==> src/iee_pkg.sv <==
// Package: codes, widths and precedence table for the expression evaluator.
package iee_pkg;
  localparam int StackDepth = 16;
  localparam int ValueWidth = 32;
  localparam int PtrW       = $clog2(StackDepth);
  localparam int CntW       = $clog2(StackDepth + 1);

  localparam logic [2:0] OpAdd = 3'd0;
  localparam logic [2:0] OpSub = 3'd1;
  localparam logic [2:0] OpMul = 3'd2;
  localparam logic [2:0] OpDiv = 3'd3;
  localparam logic [2:0] OpLp  = 3'd4;
  localparam logic [2:0] OpRp  = 3'd5;
  localparam logic [2:0] OpEnd = 3'd6;

  localparam logic [1:0] RelLt   = 2'd0;
  localparam logic [1:0] RelGt   = 2'd1;
  localparam logic [1:0] RelEq   = 2'd2;
  localparam logic [1:0] RelNone = 2'd3;

  localparam logic [1:0] StOk       = 2'd0;
  localparam logic [1:0] StDiv0     = 2'd1;
  localparam logic [1:0] StSyntax   = 2'd2;
  localparam logic [1:0] StOverflow = 2'd3;

  typedef logic [ValueWidth-1:0] value_t;

  // Map a byte to an operator code; valid flag low for operands.
  function automatic logic [3:0] op_code(input logic [7:0] ch);
    case (ch)
      8'h2b:   op_code = {1'b1, OpAdd};
      8'h2d:   op_code = {1'b1, OpSub};
      8'h2a:   op_code = {1'b1, OpMul};
      8'h2f:   op_code = {1'b1, OpDiv};
      8'h28:   op_code = {1'b1, OpLp};
      8'h29:   op_code = {1'b1, OpRp};
      8'h23:   op_code = {1'b1, OpEnd};
      default: op_code = 4'd0;
    endcase
  endfunction

  // Rows: operator on top of stack; columns: incoming operator.
  function automatic logic [1:0] rel(input logic [2:0] top, input logic [2:0] inc);
    logic [1:0] r;
    r = RelNone;
    case (top)
      OpAdd, OpSub: r = (inc == OpMul || inc == OpDiv || inc == OpLp) ? RelLt : RelGt;
      OpMul, OpDiv: r = (inc == OpLp) ? RelLt : RelGt;
      OpLp: begin
        if (inc == OpRp) r = RelEq;
        else if (inc == OpEnd) r = RelNone;
        else r = RelLt;
      end
      OpRp: begin
        if (inc == OpLp) r = RelNone;
        else if (inc == OpRp || inc == OpEnd) r = RelGt;
        else r = RelLt;
      end
      OpEnd: begin
        if (inc == OpRp) r = RelNone;
        else if (inc == OpEnd) r = RelEq;
        else r = RelLt;
      end
      default: r = RelNone;
    endcase
    return r;
  endfunction
endpackage

==> src/iee_if.sv <==
// Interfaces: valid/ready channels for input characters and results.
interface iee_char_if (input logic clk_i);
  logic       valid;
  logic       ready;
  logic [7:0] char_in;
  modport source (output valid, output char_in, input ready);
  modport sink   (input valid, input char_in, output ready);
endinterface

interface iee_res_if (input logic clk_i);
  logic               valid;
  logic               ready;
  logic signed [31:0] result_value;
  logic [1:0]         status;
  modport source (output valid, output result_value, output status, input ready);
  modport sink   (input valid, input result_value, input status, output ready);
endinterface

==> src/iee_ram.sv <==
// Generic single-port-write, single-read RAM with registered read data.
module iee_ram #(
  parameter int Width = 8,
  parameter int Depth = 16
) (
  input  logic                     clk_i,
  input  logic                     we_i,
  input  logic [$clog2(Depth)-1:0] waddr_i,
  input  logic [Width-1:0]         wdata_i,
  input  logic [$clog2(Depth)-1:0] raddr_i,
  output logic [Width-1:0]         rdata_o
);
  logic [Width-1:0] mem [Depth];

  always_ff @(posedge clk_i) begin
    if (we_i) mem[waddr_i] <= wdata_i;
    rdata_o <= mem[raddr_i];
  end
endmodule

==> src/iee_div.sv <==
// Iterative signed divider, one quotient bit per cycle, truncating toward zero.
module iee_div (
  input  logic             clk_i,
  input  logic             rst_ni,
  input  logic             start_i,
  input  iee_pkg::value_t  a_i,
  input  iee_pkg::value_t  b_i,
  output logic             done_o,
  output iee_pkg::value_t  q_o
);
  import iee_pkg::*;

  localparam int BitW = $clog2(ValueWidth + 1);

  logic            busy_q;
  logic [BitW-1:0] cnt_q;
  value_t          rem_q, quo_q, den_q;
  logic            neg_q;
  logic [ValueWidth:0] trial;

  assign trial = {rem_q, quo_q[ValueWidth-1]} - {1'b0, den_q};
  assign q_o   = neg_q ? (~quo_q + 1'b1) : quo_q;

  always_ff @(posedge clk_i or negedge rst_ni) begin
    if (!rst_ni) begin
      busy_q <= 1'b0;
      done_o <= 1'b0;
      cnt_q  <= '0;
    end else begin
      done_o <= 1'b0;
      if (start_i) begin
        busy_q <= 1'b1;
        cnt_q  <= BitW'(ValueWidth);
        rem_q  <= '0;
        quo_q  <= a_i[ValueWidth-1] ? (~a_i + 1'b1) : a_i;
        den_q  <= b_i[ValueWidth-1] ? (~b_i + 1'b1) : b_i;
        neg_q  <= a_i[ValueWidth-1] ^ b_i[ValueWidth-1];
      end else if (busy_q) begin
        // shift one dividend bit in, subtract where it fits
        if (!trial[ValueWidth]) rem_q <= trial[ValueWidth-1:0];
        else rem_q <= {rem_q[ValueWidth-2:0], quo_q[ValueWidth-1]};
        quo_q <= {quo_q[ValueWidth-2:0], ~trial[ValueWidth]};
        cnt_q <= cnt_q - 1'b1;
        if (cnt_q == BitW'(1)) begin
          busy_q <= 1'b0;
          done_o <= 1'b1;
        end
      end
    end
  end
endmodule

==> src/infix_expression_evaluator_top.sv <==
// Top level: infix expression evaluator over two stacks held in RAM.
// An operand is pushed straight from the idle state; an operator passes a
// decision step and, for each reduction, reads both operands from the value
// stack, executes and writes back, waiting on the serial divider for a division.
// The terminator also loads the result register, waiting while the previous
// result is still held. A new character is accepted only in the idle state.
// Reset: asynchronous, active low; the stacks are empty with the terminator
// at the bottom of the operator stack. No clearing pass is needed.
module infix_expression_evaluator_top (
  input logic clk_i,
  input logic rst_ni,
  iee_char_if.sink  in_ch,
  iee_res_if.source out_ch
);
  import iee_pkg::*;

  typedef enum logic [3:0] {
    S_IDLE, S_DECIDE, S_RD_B, S_RD_A, S_EXEC, S_DIV, S_WB, S_END, S_OUT
  } state_e;

  state_e         state_q;
  logic [2:0]     code_q;
  logic           is_end_q;
  logic [CntW-1:0] optop_q, vtop_q;
  logic [1:0]     err_q;
  value_t         b_q, a_q, res_q;
  logic [2:0]     redop_q;

  // operator stack: bottom entry is implicit terminator held outside the RAM read path
  logic           op_we;
  logic [PtrW-1:0] op_waddr, op_raddr;
  logic [2:0]     op_wdata, op_rdata;
  logic           v_we;
  logic [PtrW-1:0] v_waddr, v_raddr;
  value_t         v_wdata, v_rdata;

  logic           div_start, div_done;
  value_t         div_q;

  iee_ram #(.Width(3), .Depth(StackDepth)) u_op_ram (
    .clk_i, .we_i(op_we), .waddr_i(op_waddr), .wdata_i(op_wdata),
    .raddr_i(op_raddr), .rdata_o(op_rdata));

  iee_ram #(.Width(ValueWidth), .Depth(StackDepth)) u_val_ram (
    .clk_i, .we_i(v_we), .waddr_i(v_waddr), .wdata_i(v_wdata),
    .raddr_i(v_raddr), .rdata_o(v_rdata));

  // the left operand arrives from the RAM in the cycle the divider starts
  iee_div u_div (
    .clk_i, .rst_ni, .start_i(div_start), .a_i(v_rdata), .b_i(b_q),
    .done_o(div_done), .q_o(div_q));

  logic [3:0] in_code;
  logic [2:0] top_op;
  logic [1:0] rel_now;

  assign in_code  = op_code(in_ch.char_in);
  assign in_ch.ready = (state_q == S_IDLE);
  // entry 0 always reads as terminator; the RAM supplies the rest
  assign top_op  = (optop_q <= CntW'(1)) ? OpEnd : op_rdata;
  assign rel_now = rel(top_op, code_q);

  // during write-back, fetch the entry that becomes the new top
  assign op_raddr = (state_q == S_WB) ? PtrW'(optop_q - 2'd2) : PtrW'(optop_q - 1'b1);
  assign v_raddr  = (state_q == S_RD_B || state_q == S_IDLE || state_q == S_DECIDE)
                    ? PtrW'(vtop_q - 1'b1) : PtrW'(vtop_q - 2'd2);

  always_comb begin
    op_we    = 1'b0;
    op_waddr = PtrW'(optop_q);
    op_wdata = code_q;
    v_we     = 1'b0;
    v_waddr  = PtrW'(vtop_q);
    v_wdata  = value_t'({{(ValueWidth-8){1'b0}}, in_ch.char_in}) - value_t'(48);
    div_start = 1'b0;
    case (state_q)
      S_IDLE: begin
        if (in_ch.valid && !in_code[3] && err_q == StOk && vtop_q < CntW'(StackDepth))
          v_we = 1'b1;
      end
      S_DECIDE: begin
        if (err_q == StOk && rel_now == RelLt && optop_q < CntW'(StackDepth))
          op_we = 1'b1;
      end
      S_EXEC: begin
        div_start = (redop_q == OpDiv) && (b_q != '0);
      end
      S_WB: begin
        v_we    = 1'b1;
        v_waddr = PtrW'(vtop_q - 2'd2);
        v_wdata = res_q;
      end
      default: v_we = 1'b0;
    endcase
  end

  always_ff @(posedge clk_i or negedge rst_ni) begin
    if (!rst_ni) begin
      state_q      <= S_IDLE;
      optop_q      <= CntW'(1);
      vtop_q       <= '0;
      err_q        <= StOk;
      out_ch.valid <= 1'b0;
    end else begin
      // drop the result once taken, unless a new one is loaded this cycle
      if (out_ch.valid && out_ch.ready && state_q != S_OUT) out_ch.valid <= 1'b0;
      case (state_q)
        S_IDLE: begin
          if (in_ch.valid) begin
            if (!in_code[3]) begin
              // operand: push, or flag overflow
              if (err_q == StOk) begin
                if (vtop_q < CntW'(StackDepth)) vtop_q <= vtop_q + 1'b1;
                else err_q <= StOverflow;
              end
            end else begin
              code_q   <= in_code[2:0];
              is_end_q <= (in_code[2:0] == OpEnd);
              state_q  <= (err_q == StOk) ? S_DECIDE : S_END;
            end
          end
        end
        S_DECIDE: begin
          case (rel_now)
            RelGt: begin
              redop_q <= top_op;
              if (vtop_q < CntW'(2)) begin
                err_q   <= StSyntax;
                state_q <= S_END;
              end else state_q <= S_RD_B;
            end
            RelLt: begin
              if (optop_q < CntW'(StackDepth)) optop_q <= optop_q + 1'b1;
              else err_q <= StOverflow;
              state_q <= S_END;
            end
            RelEq: begin
              if (code_q != OpEnd) optop_q <= optop_q - 1'b1;
              state_q <= S_END;
            end
            default: begin
              err_q   <= StSyntax;
              state_q <= S_END;
            end
          endcase
        end
        S_RD_B: state_q <= S_RD_A;
        S_RD_A: begin
          b_q     <= v_rdata;
          state_q <= S_EXEC;
        end
        S_EXEC: begin
          a_q <= v_rdata;
          state_q <= S_DIV;
        end
        S_DIV: begin
          // operands now in a_q, b_q
          case (redop_q)
            OpAdd: begin res_q <= a_q + b_q; state_q <= S_WB; end
            OpSub: begin res_q <= a_q - b_q; state_q <= S_WB; end
            OpMul: begin res_q <= a_q * b_q; state_q <= S_WB; end
            OpDiv: begin
              if (b_q == '0) begin
                res_q   <= '0;
                err_q   <= StDiv0;
                state_q <= S_WB;
              end else if (div_done) begin
                res_q   <= div_q;
                state_q <= S_WB;
              end
            end
            default: begin
              res_q   <= '0;
              err_q   <= StSyntax;
              state_q <= S_WB;
            end
          endcase
        end
        S_WB: begin
          vtop_q  <= vtop_q - 1'b1;
          optop_q <= optop_q - 1'b1;
          state_q <= (err_q == StOk) ? S_DECIDE : S_END;
        end
        S_END: begin
          state_q <= is_end_q ? S_OUT : S_IDLE;
        end
        S_OUT: begin
          // hold until the previous result has gone
          if (!out_ch.valid || out_ch.ready) begin
            out_ch.valid <= 1'b1;
            if (err_q == StOk && vtop_q == CntW'(1)) begin
              out_ch.result_value <= 32'(signed'(res_q));
              out_ch.status       <= StOk;
            end else begin
              out_ch.result_value <= '0;
              out_ch.status       <= (err_q == StOk) ? StSyntax : err_q;
            end
            optop_q <= CntW'(1);
            vtop_q  <= '0;
            err_q   <= StOk;
            state_q <= S_IDLE;
          end
        end
        default: state_q <= S_IDLE;
      endcase
      // in S_END, capture the top operand, which is the result when one operand remains
      if (state_q == S_END) res_q <= v_rdata;
    end
  end
endmodule
==> src/flat_wrapper.sv <==
// flat-port wrapper written by rule: the top's interface ports become plain ports
module infix_expression_evaluator_top_flat import iee_pkg::*;
  (clk_i, rst_ni, in_ch_valid, in_ch_char_in, in_ch_ready, out_ch_valid, out_ch_result_value, out_ch_status, out_ch_ready);
  iee_char_if in_ch_i (.clk_i(clk_i));
  iee_res_if out_ch_i (.clk_i(clk_i));
  input logic clk_i;
  input logic rst_ni;
  input wire logic [$bits(in_ch_i.valid)-1:0] in_ch_valid;
  input wire logic [$bits(in_ch_i.char_in)-1:0] in_ch_char_in;
  output wire logic [$bits(in_ch_i.ready)-1:0] in_ch_ready;
  output wire logic [$bits(out_ch_i.valid)-1:0] out_ch_valid;
  output wire logic [$bits(out_ch_i.result_value)-1:0] out_ch_result_value;
  output wire logic [$bits(out_ch_i.status)-1:0] out_ch_status;
  input wire logic [$bits(out_ch_i.ready)-1:0] out_ch_ready;
  assign in_ch_i.valid = in_ch_valid;
  assign in_ch_i.char_in = in_ch_char_in;
  assign in_ch_ready = in_ch_i.ready;
  assign out_ch_valid = out_ch_i.valid;
  assign out_ch_result_value = out_ch_i.result_value;
  assign out_ch_status = out_ch_i.status;
  assign out_ch_i.ready = out_ch_ready;
  infix_expression_evaluator_top u_core (.clk_i(clk_i), .rst_ni(rst_ni), .in_ch(in_ch_i), .out_ch(out_ch_i));
endmodule
==> config.mk <==
export PLATFORM = sky130hd
export DESIGN_NAME = infix_expression_evaluator_top_flat
export DESIGN_NICKNAME = d
export VERILOG_FILES = /design/src/iee_pkg.sv /design/src/iee_if.sv /design/src/iee_ram.sv /design/src/iee_div.sv /design/src/infix_expression_evaluator_top.sv /design/src/flat_wrapper.sv
export SDC_FILE = /design/constraint.sdc
export NUM_CORES = 2
export LEC_CHECK = 0
export BUFFER_PORTS_ARGS = -buffer_cell sky130_fd_sc_hd__buf_2
export CAP_MARGIN = 30
export CORE_MARGIN = 2
export CORE_UTILIZATION = 55
export DETAILED_ROUTE_END_ITERATION = 16
export PLACE_DENSITY = 0.67
export SLEW_MARGIN = 20
export SYNTH_ARGS = -nofsm -noshare
export SYNTH_HDL_FRONTEND = slang
export SYNTH_SLANG_ARGS = --single-unit
==> constraint.sdc <==
create_clock -name clk_i -period 10.3 [get_ports clk_i]
set_input_delay 1.03 -clock clk_i [delete_from_list [all_inputs] [get_ports clk_i]]
set_output_delay 1.03 -clock clk_i [all_outputs]
set_load 0.01 [all_outputs]
==> summary.txt <==
Run status
  • Status: completed

Final layout
  • Total inserted antenna cells: 0
  • Fillers: approximately 7800
  • Share of cells above drive strength 1: 0.1198
  • Final instance area: 0.06021 sq mm
  • Layout area overhead: 9.172%
  • Post-layout nets: ~5000

Yosys
  • Synthesized area: approximately 0.055 sq mm
  • Proportion of synthesized flip-flops having asynchronous set or reset: 0.02927
  • Number of enable-type register cells in the synthesized netlist: just under 800
  • Register area share after synthesis: 0.4564
  • Commonest cells post-synth: sky130_fd_sc_hd__edfxtp_1, sky130_fd_sc_hd__inv_1, sky130_fd_sc_hd__nand2_1
  • Top flip-flop cell by instance count after synthesis: sky130_fd_sc_hd__edfxtp_1
  • Total of flip-flops plus latches after synthesis: around 850
  • Post-synth top area cell: sky130_fd_sc_hd__edfxtp_1
  • Largest cells by area after synthesis: sky130_fd_sc_hd__edfxtp_1, sky130_fd_sc_hd__fa_1, sky130_fd_sc_hd__mux4_2
  • Syn_nets: between 5000 and 6000
  • Synth cell types: 96
  • Post-synthesis area per instance: between 10 and 15 sq um
  • Portion of synthesized cell area occupied by the leading cell type: 0.4323
  • Most repeated cell in the gate-level netlist after synthesis: sky130_fd_sc_hd__edfxtp_1
  • Count of warnings emitted by yosys: 0
  • Number of instances in the synthesized netlist: around 4400

Global routing
  • Pin count of the biggest net entering global routing: between 90 and 100
  • Congestion Overflow GR: 0
  • Overall Global Routing Usage: 0.2854
  • Wire length of the first global-routing pass: 220600 um
  • Via count of the first global-routing pass: roughly 35000
  • Initial antenna violation count: 5

Clock tree
  • Cell chosen for the clock root: sky130_fd_sc_hd__clkbuf_16
  • Setup Buffers After CTS: 0
  • Insertion delay to the later sink of the worst-skew pair: ~0.68 ns
  • Total clock sinks: ~850
  • CTS tree: built
  • Hold buffer count at cts: 0
  • H-tree lvl count: 3
  • TritonCTS Buffers: between 80 and 90
  • Buffers from clock root to sink, at most: 3
  • Clock input transition at the sequential cells of the worst setup and hold paths: approximately 0.070 ns
  • Total of cells resized after clock tree synthesis: 0

STA
  • Final Critical Period: between 7 and 8 ns
  • Measured slew at the worst slew-check pin: ~1.1 ns
  • Total Negative Setup Slacks: 0 ns
  • RSZ-0062 raised after global routing: no
  • Pins Over Slew Limit: 0
  • Number of failing setup endpoints in the final timing report: 0
  • Peak clock frequency supported by timing: 126.7 MHz
  • Period Utilization, post-route: 0.7665
  • Rel. slew slack: 0.2537
  • Final Skew: roughly 0.030 ns
  • Final hold violations: 0

Floorplanning
  • Number of placed I/O pins: 48
  • Die span in y: 320.7 um
  • Initial Utilization: 0.5531
  • Die area: just over 0.1 sq mm
  • Width of the die: roughly 320 um
  • Floorplan Core Area: 0.09971 sq mm
  • Floorplan row count: between 100 and 150

Setup path
  • Minimum setup slack among reg-to-reg paths: 2.41 ns
  • Worst path arrival time: between 8 and 9 ns
  • Cell type with the highest occurrence count on the critical path: sky130_fd_sc_hd__fa_1
  • CP Buf/Inv Count: 4
  • Startpoint Class: flop
  • Crit path kind: reg2reg
  • Ordered list of cells on the worst path: and2_1 > fa_1 > fa_1 > fa_1 > inv_1 > fa_1 > inv_1 > fa_1 > inv_1 > fa_1 > inv_1 > fa_1 > fa_1 > ha_1 > a21oi_1 > o22ai_1 > or3_1 > o21ai_1 > o211ai_1 > o41ai_1 > mux2i_1 > a31oi_1
  • Required arrival time at the worst endpoint: between 10 and 15 ns
  • Cell family with most CP delay: adder cells
  • Maximum fanout along the worst path: 20
  • Slowest stage cell on the critical path: sky130_fd_sc_hd__edfxtp_1
  • Maximum cell stage delay along the critical path: about 0.97 ns
  • Setup crit end kind: flop

Placed design
  • Routability-driven placement congestion ratio: approximately 0.97
  • Number of port buffers: between 40 and 50
  • Placed inst area: 0.05707 sq mm
  • Dpl hpwl: between 90000 and 100000 um

Min path
  • Class of the worst hold path: in2async

Routing
  • Count of TritonRoute iterations in the first routing pass: 6
  • Number of routed nets with antenna violations: 0
  • Post-route DRC violation count: 0
  • Routed via count: approximately 35000
  • Starting DRT DRC Count: between 3000 and 4000
  • Final routed wire length divided by cell count: ~25 um
  • Routed vias/inst: around 6.0
  • Post-Route WL: 142600 um

Run
  • MaxCap Viol Count: 0
## final timing paths
kind                       depth (start not counted)                     to             from
max reg2reg                                       22       u_core.res_q[30]   u_core.a_q[13]
min in group clk_i                                 1      u_core.state_q[3]  u_core.is_end_q
max in group asynchronous                          2  u_core.u_div.cnt_q[4]           rst_ni
min                                                1      u_core.state_q[1]           rst_ni
max                                               22       u_core.res_q[30]   u_core.a_q[13]
min reg2reg                                        1      u_core.state_q[3]  u_core.is_end_q
## cell families (layout without fill, tap and decap cells)
group,Yosys count,count (layout),share of synthesized area
AO/OA/AOI/OAI,586,586,0.06901
XOR/XNOR,259,259,0.04113
adder cells (fa/ha/maj),619,619,0.1962
buffers and inverters,689,767,0.04812
flip-flops,854,854,0.4564
multiplexers,211,211,0.07809
AND/OR/NAND/NOR,1211,1211,0.1110
## layout by cell type (no fill, tap or decap), types with 11 or more instances in the layout
cell / Yosys / routed
sky130_fd_sc_hd__edfxtp_1: 794 / 794
sky130_fd_sc_hd__inv_1: 457 / 457
sky130_fd_sc_hd__nand2_1: 448 / 448
sky130_fd_sc_hd__fa_1: 410 / 410
sky130_fd_sc_hd__and2_1: 355 / 355
sky130_fd_sc_hd__ha_1: 209 / 209
sky130_fd_sc_hd__mux4_2: 175 / 175
sky130_fd_sc_hd__o21ai_0: 151 / 151
sky130_fd_sc_hd__xnor2_1: 145 / 143
sky130_fd_sc_hd__a21oi_1: 141 / 140
sky130_fd_sc_hd__nor2_1: 155 / 138
sky130_fd_sc_hd__xor2_1: 114 / 114
sky130_fd_sc_hd__clkbuf_16: 0 / 89
sky130_fd_sc_hd__buf_4: 3 / 84
sky130_fd_sc_hd__buf_2: 24 / 48
sky130_fd_sc_hd__o31ai_1: 46 / 46
sky130_fd_sc_hd__nor3_1: 40 / 39
sky130_fd_sc_hd__nand3_1: 38 / 37
sky130_fd_sc_hd__dfxtp_1: 35 / 35
sky130_fd_sc_hd__mux2i_1: 32 / 31
sky130_fd_sc_hd__a21o_1: 31 / 31
sky130_fd_sc_hd__nand2b_1: 28 / 28
sky130_fd_sc_hd__a31oi_1: 28 / 28
sky130_fd_sc_hd__or3_1: 24 / 24
sky130_fd_sc_hd__dfrtp_1: 24 / 24
sky130_fd_sc_hd__nor2b_1: 19 / 19
sky130_fd_sc_hd__o21a_1: 18 / 18
sky130_fd_sc_hd__o41ai_1: 16 / 16
sky130_fd_sc_hd__nor2_4: 0 / 16
sky130_fd_sc_hd__and3_1: 16 / 15
sky130_fd_sc_hd__clkinv_2: 0 / 15
sky130_fd_sc_hd__a211oi_1: 14 / 14
sky130_fd_sc_hd__nor4_1: 12 / 12
sky130_fd_sc_hd__nand4_1: 12 / 12
sky130_fd_sc_hd__o22ai_1: 12 / 12
sky130_fd_sc_hd__clkbuf_1: 189 / 12
sky130_fd_sc_hd__or2_2: 11 / 11
sky130_fd_sc_hd__o21bai_1: 11 / 11
sky130_fd_sc_hd__clkbuf_8: 0 / 11
## flip-flops by register name, summed over array words and instances, names as in the netlist, 4 cells and up
name and count:
u_core.u_div.quo_q 32, u_core.out_ch.result_value 32, u_core.res_q 32, u_core.a_q 32, u_core.u_div.rem_q 32, u_core.u_val_ram.rdata_o 32, u_core.u_op_ram.mem 48, u_core.optop_q 5
u_core.u_div.cnt_q 6, u_core.u_div.den_q 32, u_core.vtop_q 5, u_core.u_val_ram.mem 512, u_core.state_q 4, u_core.b_q 32
## per-layer routing
layer | vias to the layer above | GRT usage | part of all wire
li1 | 15470 | - | -
met1 | 17750 | 0.3975 | 0.41
met2 | 1300 | 0.4620 | 0.48
met3 | 290 | 0.04174 | 0.070
met4 | 4 | 0.09953 | 0.037
met5 | - | 0 | 0.00020
## worst reg2reg max path: cells and delay by family, from the launching register on
kind / cells / cell delay [ns]
fa+ha+maj: 9 / 4.23
compound gates: 6 / 1.35
mux: 1 / 0.27
simple gates: 2 / 0.61
flops: 1 / 0.97
buf+inv: 4 / 0.22
## final cells by class
cell class,count,area (sq um),share of cell area
Inverter,458,1719,0.02855
Tap cell,1298,1624,0.02697
Clock inverter,55,665.6,0.01106
Timing Repair Buffer,142,1071,0.01779
Multi-Input combinational cell,2886,27540,0.4573
Sequential cell,854,25170,0.4181
Clock buffer,112,2424,0.04025
## stage by stage
| stage | cells | hold slack [ns] | utilization | setup WS [ns] |
|---|---|---|---|---|
| finish | 5805 | 0.3038 | 0.6038 | 2.405 |
| global route | 5805 | 0.3129 | 0.6038 | 2.067 |
| CTS | 5801 | 0.2709 | 0.6034 | 2.456 |
| detailed placement | 5634 | 0.4548 | 0.5724 | 2.494 |
| global placement | 5624 | 0.4602 | 0.5706 | 2.505 |
| floorplan | 4429 | 0.4261 | - | 3.116 |
Power is not shown: default switching activity piles up to over one toggle a cycle in this logic, so the estimate is an artifact.
